File: src/cbm_pkg.sv
package cbm_pkg;

    localparam int ADDR_W          = 16;
    localparam int DATA_W          = 8;
    localparam int BANK_W          = 8;
    localparam int PAGE_OFFSET_W   = 14;
    localparam int OFFSET_W        = 22;
    localparam int ROM_OFFSET_BITS = 22;
    localparam int COUNT_W         = 9;
    localparam int MODE_W          = 2;
    localparam int CFG_IDX_W       = 1;
    localparam int CFG_DATA_W      = 9;
    localparam int DIV_STEPS       = 8;
    localparam int DIV_CNT_W       = 3;

    localparam logic [OFFSET_W-1:0] ROM_OFFSET_MASK =
        OFFSET_W'((64'd1 << ROM_OFFSET_BITS) - 64'd1);

    localparam logic [ADDR_W-1:0] ADDR_SYS_REG   = 16'hFFFC;
    localparam logic [ADDR_W-1:0] ADDR_REG_8000  = 16'h8000;
    localparam logic [ADDR_W-1:0] ADDR_REG_A000  = 16'hA000;
    localparam logic [ADDR_W-1:0] ADDR_BOOT_END  = 16'h0400;
    localparam logic [ADDR_W-1:0] ADDR_WRAM_MASK = 16'h1FFF;

    localparam int CTL_RAM_EN_BIT   = 3;
    localparam int CTL_RAM_HALF_BIT = 2;

    localparam logic [COUNT_W-1:0] BANK_COUNT_MIN   = 9'd4;
    localparam logic [COUNT_W-1:0] BANK_COUNT_MAX   = 9'd256;
    localparam logic [COUNT_W-1:0] BANK_COUNT_RESET = 9'd32;

    localparam logic [BANK_W-1:0] PAGE0_RESET = 8'd0;
    localparam logic [BANK_W-1:0] PAGE1_RESET = 8'd1;
    localparam logic [BANK_W-1:0] PAGE2_RESET = 8'd2;
    localparam logic [BANK_W-1:0] CTL3_RESET  = 8'd2;

    localparam logic [1:0] PAGE_0 = 2'd0;
    localparam logic [1:0] PAGE_1 = 2'd1;
    localparam logic [1:0] PAGE_2 = 2'd2;
    localparam logic [1:0] PAGE_3 = 2'd3;

    // Paging registers at the top of the address space.
    localparam logic [1:0] SYS_REG_RAM   = 2'd0;
    localparam logic [1:0] SYS_REG_PAGE0 = 2'd1;
    localparam logic [1:0] SYS_REG_PAGE1 = 2'd2;
    localparam logic [1:0] SYS_REG_PAGE2 = 2'd3;

    typedef enum logic [1:0] {
        TGT_ROM  = 2'd0,
        TGT_WRAM = 2'd1,
        TGT_CRAM = 2'd2,
        TGT_NONE = 2'd3
    } t_target;

    typedef enum logic [1:0] {
        MODE_STD      = 2'd0,
        MODE_REG_8000 = 2'd1,
        MODE_REG_A000 = 2'd2,
        MODE_STD_ALT  = 2'd3
    } t_mode;

    typedef enum logic [CFG_IDX_W-1:0] {
        CFG_MAPPER_MODE = 1'b0,
        CFG_BANK_COUNT  = 1'b1
    } t_cfg_idx;

    typedef enum logic [1:0] {
        ST_IDLE,
        ST_DIVIDE,
        ST_EMIT
    } t_state;

    typedef enum logic [1:0] {
        DST_P0,
        DST_P1,
        DST_P2
    } t_dest;

    typedef struct packed {
        logic load;
        logic div_step;
        logic div_last;
        logic emit;
    } t_cmd;

    typedef struct packed {
        logic need_div;
        logic out_free;
    } t_sts;

    function automatic logic [OFFSET_W-1:0] rom_offset(
        input logic [BANK_W-1:0] bank,
        input logic [ADDR_W-1:0] addr
    );
        logic [OFFSET_W-1:0] full;
        full = OFFSET_W'({bank, addr[PAGE_OFFSET_W-1:0]});
        return full & ROM_OFFSET_MASK;
    endfunction

endpackage

File: src/cbm_in_if.sv
interface cbm_in_if;
    logic                          valid;
    logic                          ready;
    logic                          action;
    logic [cbm_pkg::ADDR_W-1:0]    address;
    logic [cbm_pkg::DATA_W-1:0]    write_data;

    modport source (output valid, action, address, write_data, input ready);
    modport sink   (input valid, action, address, write_data, output ready);
endinterface

File: src/cbm_out_if.sv
interface cbm_out_if;
    logic                          valid;
    logic                          ready;
    cbm_pkg::t_target              target;
    logic [cbm_pkg::OFFSET_W-1:0]  memory_offset;
    logic                          write_strobe;
    logic                          battery_ram_used;

    modport source (output valid, target, memory_offset, write_strobe, battery_ram_used,
                    input ready);
    modport sink   (input valid, target, memory_offset, write_strobe, battery_ram_used,
                    output ready);
endinterface

File: src/cbm_ctrl.sv
module cbm_ctrl (
    input  logic          i_clk,
    input  logic          i_rst_n,
    input  logic          i_in_valid,
    output logic          o_in_ready,
    input  cbm_pkg::t_sts i_sts,
    output cbm_pkg::t_cmd o_cmd
);

    localparam logic [cbm_pkg::DIV_CNT_W-1:0] DIV_LAST =
        cbm_pkg::DIV_CNT_W'(cbm_pkg::DIV_STEPS - 1);

    cbm_pkg::t_state                r_state;
    cbm_pkg::t_state                n_state;
    logic [cbm_pkg::DIV_CNT_W-1:0]  r_cnt;
    logic [cbm_pkg::DIV_CNT_W-1:0]  n_cnt;

    always_ff @(posedge i_clk) begin
        if (!i_rst_n) begin
            r_state <= cbm_pkg::ST_IDLE;
            r_cnt   <= '0;
        end else begin
            r_state <= n_state;
            r_cnt   <= n_cnt;
        end
    end

    always_comb begin
        n_state = r_state;
        n_cnt   = '0;
        unique case (r_state)
            cbm_pkg::ST_IDLE: begin
                if (i_in_valid) begin
                    n_state = i_sts.need_div ? cbm_pkg::ST_DIVIDE : cbm_pkg::ST_EMIT;
                end
            end
            cbm_pkg::ST_DIVIDE: begin
                n_cnt = r_cnt + 1'b1;
                if (r_cnt == DIV_LAST) begin
                    n_state = cbm_pkg::ST_EMIT;
                    n_cnt   = '0;
                end
            end
            cbm_pkg::ST_EMIT: begin
                if (i_sts.out_free) begin
                    n_state = cbm_pkg::ST_IDLE;
                end
            end
            default: begin
                n_state = cbm_pkg::ST_IDLE;
            end
        endcase
    end

    always_comb begin
        o_in_ready     = (r_state == cbm_pkg::ST_IDLE);
        o_cmd.load     = (r_state == cbm_pkg::ST_IDLE) && i_in_valid;
        o_cmd.div_step = (r_state == cbm_pkg::ST_DIVIDE);
        o_cmd.div_last = (r_state == cbm_pkg::ST_DIVIDE) && (r_cnt == DIV_LAST);
        o_cmd.emit     = (r_state == cbm_pkg::ST_EMIT) && i_sts.out_free;
    end

    // A pending result is never dropped while the output register is full.
    a_emit_holds: assert property (@(posedge i_clk) disable iff (!i_rst_n)
        (r_state == cbm_pkg::ST_EMIT) && !i_sts.out_free |=> (r_state == cbm_pkg::ST_EMIT))
        else $error("pending result left before it was moved to the output");

    // A paging write starts the modulo sequence from its first step.
    a_div_start: assert property (@(posedge i_clk) disable iff (!i_rst_n)
        o_cmd.load && i_sts.need_div |=> (r_state == cbm_pkg::ST_DIVIDE) && (r_cnt == '0))
        else $error("modulo sequence did not start cleanly");

    // The modulo sequence ends after its last step, never earlier.
    a_div_end: assert property (@(posedge i_clk) disable iff (!i_rst_n)
        (r_state == cbm_pkg::ST_DIVIDE) && (r_cnt != DIV_LAST) |=>
            (r_state == cbm_pkg::ST_DIVIDE))
        else $error("modulo sequence ended early");

endmodule

File: src/cbm_datapath.sv
module cbm_datapath (
    input  logic                             i_clk,
    input  logic                             i_rst_n,
    input  cbm_pkg::t_cmd                    i_cmd,
    output cbm_pkg::t_sts                    o_sts,
    input  logic                             i_action,
    input  logic [cbm_pkg::ADDR_W-1:0]       i_address,
    input  logic [cbm_pkg::DATA_W-1:0]       i_write_data,
    input  logic                             i_cfg_we,
    input  logic [cbm_pkg::CFG_IDX_W-1:0]    i_cfg_idx,
    input  logic [cbm_pkg::CFG_DATA_W-1:0]   i_cfg_data,
    input  logic                             i_out_ready,
    output logic                             o_out_valid,
    output cbm_pkg::t_target                 o_target,
    output logic [cbm_pkg::OFFSET_W-1:0]     o_memory_offset,
    output logic                             o_write_strobe,
    output logic                             o_battery_ram_used
);

    // Configuration and paging state.
    cbm_pkg::t_mode                  r_mode;
    logic [cbm_pkg::COUNT_W-1:0]     r_bank_count;
    logic [cbm_pkg::BANK_W-1:0]      r_page0_bank;
    logic [cbm_pkg::BANK_W-1:0]      r_page1_bank;
    logic [cbm_pkg::BANK_W-1:0]      r_page2_bank;
    logic [cbm_pkg::DATA_W-1:0]      r_ctl3;
    logic                            r_ctl0_ram;
    logic                            r_p2_ram;
    logic                            r_ram_upper;
    logic                            r_ram_ever;

    // Bit-serial modulo unit.
    logic [cbm_pkg::DATA_W-1:0]      r_div_num;
    logic [cbm_pkg::BANK_W-1:0]      r_rem;
    cbm_pkg::t_dest                  r_div_dst;

    // Pending result and output register.
    cbm_pkg::t_target                r_pend_target;
    logic [cbm_pkg::OFFSET_W-1:0]    r_pend_offset;
    logic                            r_pend_strobe;
    logic                            r_pend_battery;
    logic                            r_out_valid;
    cbm_pkg::t_target                r_out_target;
    logic [cbm_pkg::OFFSET_W-1:0]    r_out_offset;
    logic                            r_out_strobe;
    logic                            r_out_battery;

    logic [1:0]                      page;
    logic                            std_mode;
    logic                            reg_write;
    logic                            std_write;
    logic [1:0]                      std_sel;
    logic                            ram_map_write;
    logic [cbm_pkg::OFFSET_W-1:0]    cram_offset;
    logic [cbm_pkg::OFFSET_W-1:0]    wram_offset;
    cbm_pkg::t_target                eval_target;
    logic [cbm_pkg::OFFSET_W-1:0]    eval_offset;
    logic                            eval_strobe;
    logic                            need_div;
    cbm_pkg::t_dest                  div_dst;
    logic [cbm_pkg::DATA_W-1:0]      div_val;
    logic [cbm_pkg::COUNT_W-1:0]     div_n;
    logic [cbm_pkg::COUNT_W-1:0]     rem_sh;
    logic [cbm_pkg::COUNT_W-1:0]     rem_nx;

    assign page      = i_address[cbm_pkg::ADDR_W-1 -: 2];
    assign std_mode  = (r_mode == cbm_pkg::MODE_STD) || (r_mode == cbm_pkg::MODE_STD_ALT);
    assign reg_write = i_action &&
        (((r_mode == cbm_pkg::MODE_REG_8000) && (i_address == cbm_pkg::ADDR_REG_8000)) ||
         ((r_mode == cbm_pkg::MODE_REG_A000) && (i_address == cbm_pkg::ADDR_REG_A000)));
    assign std_write = i_action && !reg_write && std_mode &&
                       (i_address >= cbm_pkg::ADDR_SYS_REG);
    assign std_sel   = i_address[1:0];
    assign ram_map_write = std_write && (std_sel == cbm_pkg::SYS_REG_RAM) &&
                           i_write_data[cbm_pkg::CTL_RAM_EN_BIT];

    assign cram_offset = cbm_pkg::OFFSET_W'({r_ram_upper,
                                             i_address[cbm_pkg::PAGE_OFFSET_W-1:0]});
    assign wram_offset = cbm_pkg::OFFSET_W'(i_address & cbm_pkg::ADDR_WRAM_MASK);

    // Translation uses the paging state as it stood before this beat.
    always_comb begin
        eval_target = cbm_pkg::TGT_NONE;
        eval_offset = '0;
        eval_strobe = 1'b0;
        if (!i_action) begin
            if (i_address < cbm_pkg::ADDR_BOOT_END) begin
                eval_target = cbm_pkg::TGT_ROM;
                eval_offset = cbm_pkg::rom_offset('0, i_address);
            end else begin
                unique case (page)
                    cbm_pkg::PAGE_0: begin
                        eval_target = cbm_pkg::TGT_ROM;
                        eval_offset = cbm_pkg::rom_offset(r_page0_bank, i_address);
                    end
                    cbm_pkg::PAGE_1: begin
                        eval_target = cbm_pkg::TGT_ROM;
                        eval_offset = cbm_pkg::rom_offset(r_page1_bank, i_address);
                    end
                    cbm_pkg::PAGE_2: begin
                        if (r_p2_ram) begin
                            eval_target = cbm_pkg::TGT_CRAM;
                            eval_offset = cram_offset;
                        end else begin
                            eval_target = cbm_pkg::TGT_ROM;
                            eval_offset = cbm_pkg::rom_offset(r_page2_bank, i_address);
                        end
                    end
                    default: begin
                        eval_target = cbm_pkg::TGT_WRAM;
                        eval_offset = wram_offset;
                    end
                endcase
            end
        end else if (!reg_write) begin
            if (page == cbm_pkg::PAGE_3) begin
                eval_target = cbm_pkg::TGT_WRAM;
                eval_offset = wram_offset;
                eval_strobe = 1'b1;
            end else if ((page == cbm_pkg::PAGE_2) && r_p2_ram) begin
                eval_target = cbm_pkg::TGT_CRAM;
                eval_offset = cram_offset;
                eval_strobe = 1'b1;
            end
        end
    end

    // Which bank register a write reloads, and from which byte.
    always_comb begin
        need_div = 1'b0;
        div_dst  = cbm_pkg::DST_P2;
        div_val  = i_write_data;
        if (reg_write) begin
            need_div = 1'b1;
        end else if (std_write) begin
            unique case (std_sel)
                cbm_pkg::SYS_REG_RAM: begin
                    need_div = !i_write_data[cbm_pkg::CTL_RAM_EN_BIT];
                    div_val  = r_ctl3;
                end
                cbm_pkg::SYS_REG_PAGE0: begin
                    need_div = 1'b1;
                    div_dst  = cbm_pkg::DST_P0;
                end
                cbm_pkg::SYS_REG_PAGE1: begin
                    need_div = 1'b1;
                    div_dst  = cbm_pkg::DST_P1;
                end
                default: begin
                    need_div = !r_ctl0_ram;
                end
            endcase
        end
    end

    // One quotient bit per step; the divisor is the clamped bank count.
    always_comb begin
        if (r_bank_count < cbm_pkg::BANK_COUNT_MIN) begin
            div_n = cbm_pkg::BANK_COUNT_MIN;
        end else if (r_bank_count > cbm_pkg::BANK_COUNT_MAX) begin
            div_n = cbm_pkg::BANK_COUNT_MAX;
        end else begin
            div_n = r_bank_count;
        end
        rem_sh = {r_rem, r_div_num[cbm_pkg::DATA_W-1]};
        rem_nx = (rem_sh >= div_n) ? (rem_sh - div_n) : rem_sh;
    end

    assign o_sts.need_div = need_div;
    assign o_sts.out_free = !r_out_valid || i_out_ready;

    always_ff @(posedge i_clk) begin
        if (!i_rst_n) begin
            r_mode       <= cbm_pkg::MODE_STD;
            r_bank_count <= cbm_pkg::BANK_COUNT_RESET;
            r_page0_bank <= cbm_pkg::PAGE0_RESET;
            r_page1_bank <= cbm_pkg::PAGE1_RESET;
            r_page2_bank <= cbm_pkg::PAGE2_RESET;
            r_ctl3       <= cbm_pkg::CTL3_RESET;
            r_ctl0_ram   <= 1'b0;
            r_p2_ram     <= 1'b0;
            r_ram_upper  <= 1'b0;
            r_ram_ever   <= 1'b0;
            r_out_valid  <= 1'b0;
        end else begin
            if (i_cfg_we) begin
                unique case (cbm_pkg::t_cfg_idx'(i_cfg_idx))
                    cbm_pkg::CFG_MAPPER_MODE: begin
                        r_mode <= cbm_pkg::t_mode'(i_cfg_data[cbm_pkg::MODE_W-1:0]);
                    end
                    default: begin
                        r_bank_count <= i_cfg_data;
                    end
                endcase
            end
            if (i_cmd.load) begin
                if (reg_write) begin
                    r_ctl0_ram <= i_write_data[cbm_pkg::CTL_RAM_EN_BIT];
                    r_p2_ram   <= 1'b0;
                end else if (std_write) begin
                    if (std_sel == cbm_pkg::SYS_REG_RAM) begin
                        r_ctl0_ram <= i_write_data[cbm_pkg::CTL_RAM_EN_BIT];
                        r_p2_ram   <= i_write_data[cbm_pkg::CTL_RAM_EN_BIT];
                        if (i_write_data[cbm_pkg::CTL_RAM_EN_BIT]) begin
                            r_ram_upper <= i_write_data[cbm_pkg::CTL_RAM_HALF_BIT];
                            r_ram_ever  <= 1'b1;
                        end
                    end else if (std_sel == cbm_pkg::SYS_REG_PAGE2) begin
                        r_ctl3 <= i_write_data;
                    end
                end
            end
            if (i_cmd.div_last) begin
                unique case (r_div_dst)
                    cbm_pkg::DST_P0: r_page0_bank <= rem_nx[cbm_pkg::BANK_W-1:0];
                    cbm_pkg::DST_P1: r_page1_bank <= rem_nx[cbm_pkg::BANK_W-1:0];
                    default:         r_page2_bank <= rem_nx[cbm_pkg::BANK_W-1:0];
                endcase
            end
            if (i_cmd.emit) begin
                r_out_valid <= 1'b1;
            end else if (i_out_ready) begin
                r_out_valid <= 1'b0;
            end
        end
    end

    always_ff @(posedge i_clk) begin
        if (i_cmd.load) begin
            r_pend_target  <= eval_target;
            r_pend_offset  <= eval_offset;
            r_pend_strobe  <= eval_strobe;
            r_pend_battery <= r_ram_ever || ram_map_write;
            r_div_num      <= div_val;
            r_div_dst      <= div_dst;
            r_rem          <= '0;
        end else if (i_cmd.div_step) begin
            r_rem     <= rem_nx[cbm_pkg::BANK_W-1:0];
            r_div_num <= {r_div_num[cbm_pkg::DATA_W-2:0], 1'b0};
        end
        if (i_cmd.emit) begin
            r_out_target  <= r_pend_target;
            r_out_offset  <= r_pend_offset;
            r_out_strobe  <= r_pend_strobe;
            r_out_battery <= r_pend_battery;
        end
    end

    assign o_out_valid        = r_out_valid;
    assign o_target           = r_out_target;
    assign o_memory_offset    = r_out_offset;
    assign o_write_strobe     = r_out_strobe;
    assign o_battery_ram_used = r_out_battery;

    // A result only moves into the output register when it is free.
    a_no_overwrite: assert property (@(posedge i_clk) disable iff (!i_rst_n)
        i_cmd.emit |-> (!r_out_valid || i_out_ready))
        else $error("output register overwritten while full");

    // The partial remainder stays below the divisor after every step.
    a_rem_range: assert property (@(posedge i_clk) disable iff (!i_rst_n)
        i_cmd.div_step |=> ({1'b0, r_rem} < $past(div_n)))
        else $error("modulo remainder out of range");

endmodule

File: src/console_bank_mapper.sv
// Console bank mapper: translates 8-bit CPU accesses in a 64 KiB space into a
// target memory (cartridge ROM, work RAM, cartridge RAM, or a discarded write)
// and a byte offset in it, and applies paging writes to its bank registers.
// Request beats arrive on i_req (action, address, write_data); each produces
// exactly one response beat on o_rsp (target, memory_offset, write_strobe,
// battery_ram_used). Both channels move a beat when valid and ready are high.
// The mapper works on one beat at a time. A read or a write that does not
// reload a bank register moves from the pending register into the output
// register once that is free, and the next request is taken after that move.
// A write that reloads a bank holds the mapper in the divide state first,
// because the bank number is reduced modulo the bank count by a bit-serial
// divider that retires one quotient bit per cycle; its response then follows.
// The response sits in an output register, so a new request is accepted while
// the previous response still waits; a stalled receiver holds at most one
// response there and one pending behind it before i_req.ready drops.
// Synchronous active-low reset restores mode 0, 32 banks, pages 0/1/2 on
// banks 0/1/2 and cartridge RAM unmapped; there is no clearing pass. The user
// writes configuration (index 0 mapper mode, index 1 bank count) through
// i_cfg_we/i_cfg_idx/i_cfg_data only while no beat is in flight (not enforced).
module console_bank_mapper (
    input  logic                            i_clk,
    input  logic                            i_rst_n,
    cbm_in_if.sink                          i_req,
    cbm_out_if.source                       o_rsp,
    input  logic                            i_cfg_we,
    input  logic [cbm_pkg::CFG_IDX_W-1:0]   i_cfg_idx,
    input  logic [cbm_pkg::CFG_DATA_W-1:0]  i_cfg_data
);

    cbm_pkg::t_cmd cmd;
    cbm_pkg::t_sts sts;
    logic          in_ready;

    // The sequencer decides when a beat is taken, when the divider steps and
    // when the finished result moves to the output register.
    cbm_ctrl u_ctrl (
        .i_clk      (i_clk),
        .i_rst_n    (i_rst_n),
        .i_in_valid (i_req.valid),
        .o_in_ready (in_ready),
        .i_sts      (sts),
        .o_cmd      (cmd)
    );

    // The datapath holds the paging state, translates the address, runs the
    // modulo unit and owns the output register.
    cbm_datapath u_datapath (
        .i_clk              (i_clk),
        .i_rst_n            (i_rst_n),
        .i_cmd              (cmd),
        .o_sts              (sts),
        .i_action           (i_req.action),
        .i_address          (i_req.address),
        .i_write_data       (i_req.write_data),
        .i_cfg_we           (i_cfg_we),
        .i_cfg_idx          (i_cfg_idx),
        .i_cfg_data         (i_cfg_data),
        .i_out_ready        (o_rsp.ready),
        .o_out_valid        (o_rsp.valid),
        .o_target           (o_rsp.target),
        .o_memory_offset    (o_rsp.memory_offset),
        .o_write_strobe     (o_rsp.write_strobe),
        .o_battery_ram_used (o_rsp.battery_ram_used)
    );

    assign i_req.ready = in_ready;

endmodule
File: src/flat_wrapper.sv
// flat-port wrapper written by rule: the top's interface ports become plain ports
module console_bank_mapper_flat 
  (i_clk, i_rst_n, i_cfg_we, i_cfg_idx, i_cfg_data, i_req_valid, i_req_action, i_req_address, i_req_write_data, i_req_ready, o_rsp_valid, o_rsp_target, o_rsp_memory_offset, o_rsp_write_strobe, o_rsp_battery_ram_used, o_rsp_ready);
  cbm_in_if i_req_i ();
  cbm_out_if o_rsp_i ();
  input  logic i_clk;
  input  logic i_rst_n;
  input  logic i_cfg_we;
  input  logic [cbm_pkg::CFG_IDX_W-1:0] i_cfg_idx;
  input  logic [cbm_pkg::CFG_DATA_W-1:0] i_cfg_data;
  input wire logic [$bits(i_req_i.valid)-1:0] i_req_valid;
  input wire logic [$bits(i_req_i.action)-1:0] i_req_action;
  input wire logic [$bits(i_req_i.address)-1:0] i_req_address;
  input wire logic [$bits(i_req_i.write_data)-1:0] i_req_write_data;
  output wire logic [$bits(i_req_i.ready)-1:0] i_req_ready;
  output wire logic [$bits(o_rsp_i.valid)-1:0] o_rsp_valid;
  output wire logic [$bits(o_rsp_i.target)-1:0] o_rsp_target;
  output wire logic [$bits(o_rsp_i.memory_offset)-1:0] o_rsp_memory_offset;
  output wire logic [$bits(o_rsp_i.write_strobe)-1:0] o_rsp_write_strobe;
  output wire logic [$bits(o_rsp_i.battery_ram_used)-1:0] o_rsp_battery_ram_used;
  input wire logic [$bits(o_rsp_i.ready)-1:0] o_rsp_ready;
  assign i_req_i.valid = i_req_valid;
  assign i_req_i.action = i_req_action;
  assign i_req_i.address = i_req_address;
  assign i_req_i.write_data = i_req_write_data;
  assign i_req_ready = i_req_i.ready;
  assign o_rsp_valid = o_rsp_i.valid;
  assign o_rsp_target = o_rsp_i.target;
  assign o_rsp_memory_offset = o_rsp_i.memory_offset;
  assign o_rsp_write_strobe = o_rsp_i.write_strobe;
  assign o_rsp_battery_ram_used = o_rsp_i.battery_ram_used;
  assign o_rsp_i.ready = o_rsp_ready;
  console_bank_mapper u_core (.i_clk(i_clk), .i_rst_n(i_rst_n), .i_req(i_req_i), .o_rsp(o_rsp_i), .i_cfg_we(i_cfg_we), .i_cfg_idx(i_cfg_idx), .i_cfg_data(i_cfg_data));
endmodule
File: config.mk
export PLATFORM = sky130hd
export DESIGN_NAME = console_bank_mapper_flat
export DESIGN_NICKNAME = d
export VERILOG_FILES = /design/src/cbm_pkg.sv /design/src/cbm_in_if.sv /design/src/cbm_out_if.sv /design/src/cbm_ctrl.sv /design/src/cbm_datapath.sv /design/src/console_bank_mapper.sv /design/src/flat_wrapper.sv
export SDC_FILE = /design/constraint.sdc
export NUM_CORES = 1
export LEC_CHECK = 0
export ABC_AREA = 1
export BUFFER_PORTS_ARGS = -buffer_cell sky130_fd_sc_hd__buf_2
export CAP_MARGIN = 30
export CORE_UTILIZATION = 50
export DETAILED_ROUTE_END_ITERATION = 7
export PLACE_DENSITY = 0.7
export SLEW_MARGIN = 20
export SYNTH_ARGS = -nofsm -noshare
export SYNTH_HDL_FRONTEND = slang
export SYNTH_SLANG_ARGS = --single-unit
File: constraint.sdc
create_clock -name i_clk -period 3.25 [get_ports i_clk]
set_clock_uncertainty 0.2 [all_clocks]
set_input_delay 0.1625 -clock i_clk [delete_from_list [all_inputs] [get_ports i_clk]]
set_output_delay 0.1625 -clock i_clk [all_outputs]
set_load 0.01 [all_outputs]
== Yosys cells after proc, flatten, opt, wreduce, memory -nomap -nowiden ==
Cells that the tools add are included.
W data, S select, Z words.
Storage, ports and cells
  output and inout port bits: 28
  register bits: 123
  logic and storage cells: 140
Operators by class
  add/sub/neg operators: 2
  bitwise logic cells: 8
  eq/ne operators: 18
  reductions and logical operators: 44
  magnitude comparators: 5
  multiplexer cells: 39
Operators by type and width (count)
  $mux W22: 3
  $pmux W22 S3: 1
  $mux W8: 6
  $mux W15: 3
  $eq A16 B16 Y1 const B: 2
  $mux W2: 9
  $mux W9: 2
  $ge A16 B16 Y1 const B: 1
  $lt A16 B11 Y1 const B: 1
  $eq A2 B2 Y1 const B: 7
  $logic_and A1 B1 Y1: 12
  $mux W1: 11
  $eq A2 B1 Y1 const B: 5
  $logic_not A2 Y1: 5
  $reduce_and A2 Y1: 5
  $reduce_and A5 Y1: 2
  $reduce_or A2 Y1: 5
  $ge A9 B9 Y1: 1
  $gt A9 B9 Y1 const B: 1
  $lt A9 B3 Y1 const B: 1
  $not A1 Y1: 8
  $pmux W2 S2: 2
  $reduce_bool A2 Y1: 4
  $sub A8 B8 Y8: 1
  9 further kinds: 18

== Logic depth before layout (Yosys ltp) ==
  depth in word-level cells: 13
  depth in mapped cells: 17
  depth with buffers taken out: 17

== Hierarchy ==
Synthesis repeated with hierarchy kept, for this count alone.
Second synthesis, totals
  cell total of the unflattened synthesis: 667
  area total of the unflattened synthesis: 5728.0 µm²
By module, submodules not included
  cbm_datapath: cells each 630, times used 1, sequential area each 2982.9 µm², area an instance 5480.3 µm²
  cbm_ctrl: cells each 37, times used 1, sequential area each 100.1 µm², area an instance 247.7 µm²

== Worst setup path after synthesis ==
OpenSTA, ideal clock, no wires.
  path kind: reg-to-reg
  start: register u_core.u_datapath.r_bank_count[4] (netlist bit)
  end: register u_core.u_datapath.r_page1_bank[0] (netlist bit)
  cell stages (with the launch flop): 14
  setup slack: 0.463 ns
  clock period less this slack: 2.787 ns
  arrival time: 2.459 ns
  setup time: 0.128 ns
  cell sequence: dfxtp_1 > nor2_1 > nand4_1 > o31ai_1 > o21ai_0 > ha_1 > nand2_1 > nor2_1 > nand3_1 > nand4_1 > buf_4 > nand2_1 > o21ai_1 > o21ai_1
On the way
  word-level cells in the longest chain between the ends: 5
  elaborated cells on any way between the ends: 7
Ends and longest elaborated chain
  start, declared: line cbm_datapath.sv:22  | logic [cbm_pkg::COUNT_W-1:0] r_bank_count;
  start signal, assigned: line cbm_datapath.sv:175  | r_bank_count <= cbm_pkg::BANK_COUNT_RESET;
  start signal, assigned: line cbm_datapath.sv:192  | r_bank_count <= i_cfg_data;
  $gt A9 B9 Y1: line cbm_datapath.sv:160  | end else if (r_bank_count > cbm_pkg::BANK_COUNT_MAX) begin
  $mux W9: line cbm_datapath.sv:160
  $mux W9 *: line cbm_datapath.sv:158  | if (r_bank_count < cbm_pkg::BANK_COUNT_MIN) begin
  $sub A8 B8 Y8 or $ge A9 B9 Y1 (tied branches): line cbm_datapath.sv:166  | rem_nx = (rem_sh >= div_n) ? (rem_sh - div_n) : rem_sh;
  $mux W8 *: line cbm_datapath.sv:166
  end signal, assigned: line cbm_datapath.sv:177  | r_page1_bank <= cbm_pkg::PAGE1_RESET;
  end signal, assigned: line cbm_datapath.sv:216  | cbm_pkg::DST_P1: r_page1_bank <= rem_nx[cbm_pkg::BANK_W-1:0];
  end, declared: line cbm_datapath.sv:24  | logic [cbm_pkg::BANK_W-1:0] r_page1_bank;
Every way passes the cells marked *; elsewhere a longest branch is shown, timed or not.
A chain may end at the register's enable or synchronous reset.

== Worst setup path after layout ==
  start: register u_core.u_datapath.r_bank_count[4] (netlist bit)
  end: register u_core.u_datapath.r_page2_bank[6] (netlist bit)
On the way
  word-level cells in the longest chain between the ends: 5
  elaborated cells on any way between the ends: 7
Ends and longest elaborated chain
  $gt A9 B9 Y1: line cbm_datapath.sv:160
  $mux W9: line cbm_datapath.sv:160
  $mux W9 *: line cbm_datapath.sv:158
  $sub A8 B8 Y8 or $ge A9 B9 Y1 (tied branches): line cbm_datapath.sv:166
  $mux W8 *: line cbm_datapath.sv:166
  end signal, assigned: line cbm_datapath.sv:178  | r_page2_bank <= cbm_pkg::PAGE2_RESET;
  end signal, assigned: line cbm_datapath.sv:217  | default: r_page2_bank <= rem_nx[cbm_pkg::BANK_W-1:0];
  end, declared: line cbm_datapath.sv:25  | logic [cbm_pkg::BANK_W-1:0] r_page2_bank;
Marks and branches as above.

==> metrics.md <==
| Metric | Value |
|---|---|
| Syn Area/Cell | 8.472 um2 |
| Initial DRC count | 351 |
| Synth Register Bits | 123 |
| I/O Pins | 68 |
| Avg WL per Cell | 13.40 um |
| Die X | 108.7 um |
| Final wirelength | 12690 um |
| H-tree depth | 4 |
| Antenna diodes | 0 |
| Placer Congestion | 0.9045 |
| Crit-path max FO | 12 |
| Hold WC Path Type | in2reg |
| Clk pin slew, worst setup/hold paths | 0.05 ns |
| Worst Setup End Kind | register |
| RSZ-0062 raised after global routing | false |
| Port bufs | 67 |
| Peak supply drop | 486.7 uV |
| Achievable clock frequency | 0.3397 GHz |
| Ys Warns | 0 |
| GR Util All Layers | 23.02% |
| Drt drc | 0 |
| CTS tree | yes |
| Max Root-Sink Buffers | 2 |
| Arrival time worst endpoint | 3.10 ns |
| Via count | 4823 |
| Multi-input gate area | 2192 um2 |
| First-pass GRT wire length | 20770 um |
| Outcome | finished, final reports clean |
| Fin crit share | 90.59% |
| Most frequent cells in the layout | 131 x nand2_1, 109 x nor2_1, 91 x inv_1, 67 x buf_2, 62 x edfxtp_1 |
| Cell Rows | 38 |
| Post-layout nets | 852 |
| Worst Setup Path Type | reg2reg |
| Antenna violations before repair | 0 |
| Setup-failing EPs final | 0 |
| Die area | 11820 um2 |
| Sequential area share after synthesis | 54.15% |
| Initial Util | 51.83% |
| Worst skew pair latency | 0.41 ns |
| DRT Pass-1 Iters | 5 |
| Final Max Tran Viols | 0 |
| Setup crit start kind | register |
| Leak Pwr | 3.214 nW |
| Synth Cell Area | 5693 um2 |
| Core area | 10980 um2 |
| Post-Syn Instances | 672 |
| Remaining antenna violation count | 0 |
| Share of cells above drive strength 1 | 16.11% |
| Rel. slew slack | 53.97% |
| FF/Latch Area | 3083 um2 |
| Remaining Overflow, GRT | 0 |
| MaxCap Viol Count | 0 |
| DP HPWL | 8537 um |
| Post-route minimum period | 2.944 ns |
| Post-Layout Cell Count | 947 |
| Final hold violation count | 0 |
| Worst-margin pin slew | 0.6880 ns |
| Vias in the first global route | 4449 |
| Placed cells | 870 |
| Inserted Clock Buffers | 17 |
| Hold depth | 4 |
| Pwr/cell area | 705.5 nW/um2 |
| Synth cell types | 34 |
| Worst R2R Path Depth | 15 |
| Commonest non-fill, non-tap cell in the layout | nand2_1 |
| Root buf cell | clkbuf_16 |
| Critical Path RT | 3.40 ns |
| Pin count of the biggest net entering global routing | 30 |
| Vias/cell | 5.093 |
| Setup TNS | 0 ns |
| Syn Nets | 730 |
| CTS Sinks | 123 |
| Chip height | 108.7 um |
| Fillcell total | 899 |
| Area grow syn2layout | 26.97% |
synthesized netlist by cell type:
master      n  share of area [%]
o31ai_1     2               0.26
fa_1        1               0.35
a21boi_1    1               0.13
a21oi_2     1               0.15
buf_2       2               0.18
nand2_2     6               0.66
and2_1      1               0.11
dfxtp_1    61                 21
buf_1       2               0.13
edfxtp_1   62                 33
nor2_4      2               0.40
o22ai_1     8               0.88
nand2_1   131                8.6
o21bai_1    1               0.13
nand3_1    40                3.5
o21ai_1    16                1.4
inv_2       7               0.46
inv_1      91                6.0
ha_1       17                3.7
buf_6       1               0.20
a21oi_1    53                4.7
nand4_2     2               0.44
nand4_1    13                1.4
nor2_1    110                7.3
nand3_2     3               0.53
xor2_1      4               0.62
buf_4       2               0.26
o21a_1      1               0.13
clkbuf_1    5               0.33
o21ai_0    15                1.3
nor3_4      2               0.57
a31oi_1     2               0.22
nor2_2      6               0.66
nor3_1      1              0.088
metrics by stage:
step | hold slack (ns) | power [mW] | instance area (um2) | setup slack (ns) | utilization (%)
5_1_grt | 0.05160 | 5.386 | 7228 | 0.04687 | 65.81
6_report | 0.05100 | 5.099 | 7228 | 0.3058 | 65.81
3_5_place_dp | 0.1645 | 3.141 | 6171 | 0.07291 | 56.19
3_3_place_gp | 0.1613 | 3.106 | 6171 | 0.2116 | 56.19
2_1_floorplan | 0.07572 | 2.851 | 5693 | 0.4634 | -
4_1_cts | 0.03964 | 5.066 | 7216 | 0.02688 | 65.70
path summary, 6_finish.rpt:
path                                 startpoint                                   end  slack [ns]
max           u_core.u_datapath.r_bank_count[4]     u_core.u_datapath.r_page2_bank[6]        0.31
min                           i_req_address[15]    u_core.u_datapath.r_pend_target[1]        0.05
max reg2reg   u_core.u_datapath.r_bank_count[4]     u_core.u_datapath.r_page2_bank[6]        0.31
min reg2reg  u_core.u_datapath.r_pend_offset[3]  u_core.u_datapath.o_memory_offset[3]        0.22
timing repair:
action,4_1_cts,5_1_grt
buffers inserted,0,1
hold buffers,44,0
setup endpoints to repair,0,32
endpoints found under the hold margin,45,0
resized for setup,0,1
cell type report:
| cell class | instances | area share, % |
|---|---|---|
| Timing Repair Buffer | 115 | 11.15 |
| Clock buffer | 21 | 6.820 |
| Clock inverter | 11 | 1.541 |
| Multi-Input combinational cell | 439 | 30.33 |
| Sequential cell | 123 | 42.65 |
| Inverter | 98 | 5.089 |
| Tap cell | 140 | 2.423 |
cells by family after synthesis:
family	after synthesis	synth area share, %
buf+inv	110	7.561
xor+xnor	4	0.6153
compound gates	100	9.297
simple gates	317	24.29
flops	123	54.15
fa+ha+maj	18	4.088
registers in the layout (all words and copies together) (netlist names), 2 cells and up:
signal / cells
u_core.u_ctrl.r_cnt: 3
u_core.u_datapath.o_memory_offset: 22
u_core.u_datapath.r_page1_bank: 8
u_core.u_datapath.r_page0_bank: 8
u_core.u_datapath.o_target: 2
u_core.u_datapath.r_ctl3: 8
u_core.u_ctrl.r_state: 2
u_core.u_datapath.r_rem: 8
u_core.u_datapath.r_pend_offset: 22
u_core.u_datapath.r_mode: 2
u_core.u_datapath.r_div_num: 8
u_core.u_datapath.r_page2_bank: 8
u_core.u_datapath.r_pend_target: 2
u_core.u_datapath.r_div_dst: 2
u_core.u_datapath.r_bank_count: 9
report_power, final:
part | switching, mW | leakage, nW | total (mW) | internal (mW)
logic | 0.860 | 1.84 | 1.30 | 0.438
registers | 0.0847 | 1.09 | 1.91 | 1.83
clock network | 0.661 | 0.289 | 1.89 | 1.23
layer usage:
metal	track usage [%]	wire, um
met5	0	0
met4	6.178	131
met1	29.22	5635
met3	6.396	661
met2	38.56	6259
worst max-delay path, stage by stage (launching register included):
cell and delay [ns]:
dfxtp_1 0.32, nor2_1 0.10, nand4_1 0.17, o31ai_1 0.24
buf_4 0.17, nand2_1 0.07, ha_1 0.37, nand2_1 0.07
nor3_1 0.25, nand3_2 0.23, nand4_1 0.13, buf_4 0.20
nand2_1 0.13, nand3_1 0.11, nand2_1 0.07, inv_1 0.06
Note: power is estimated with default switching activity, not from simulation.
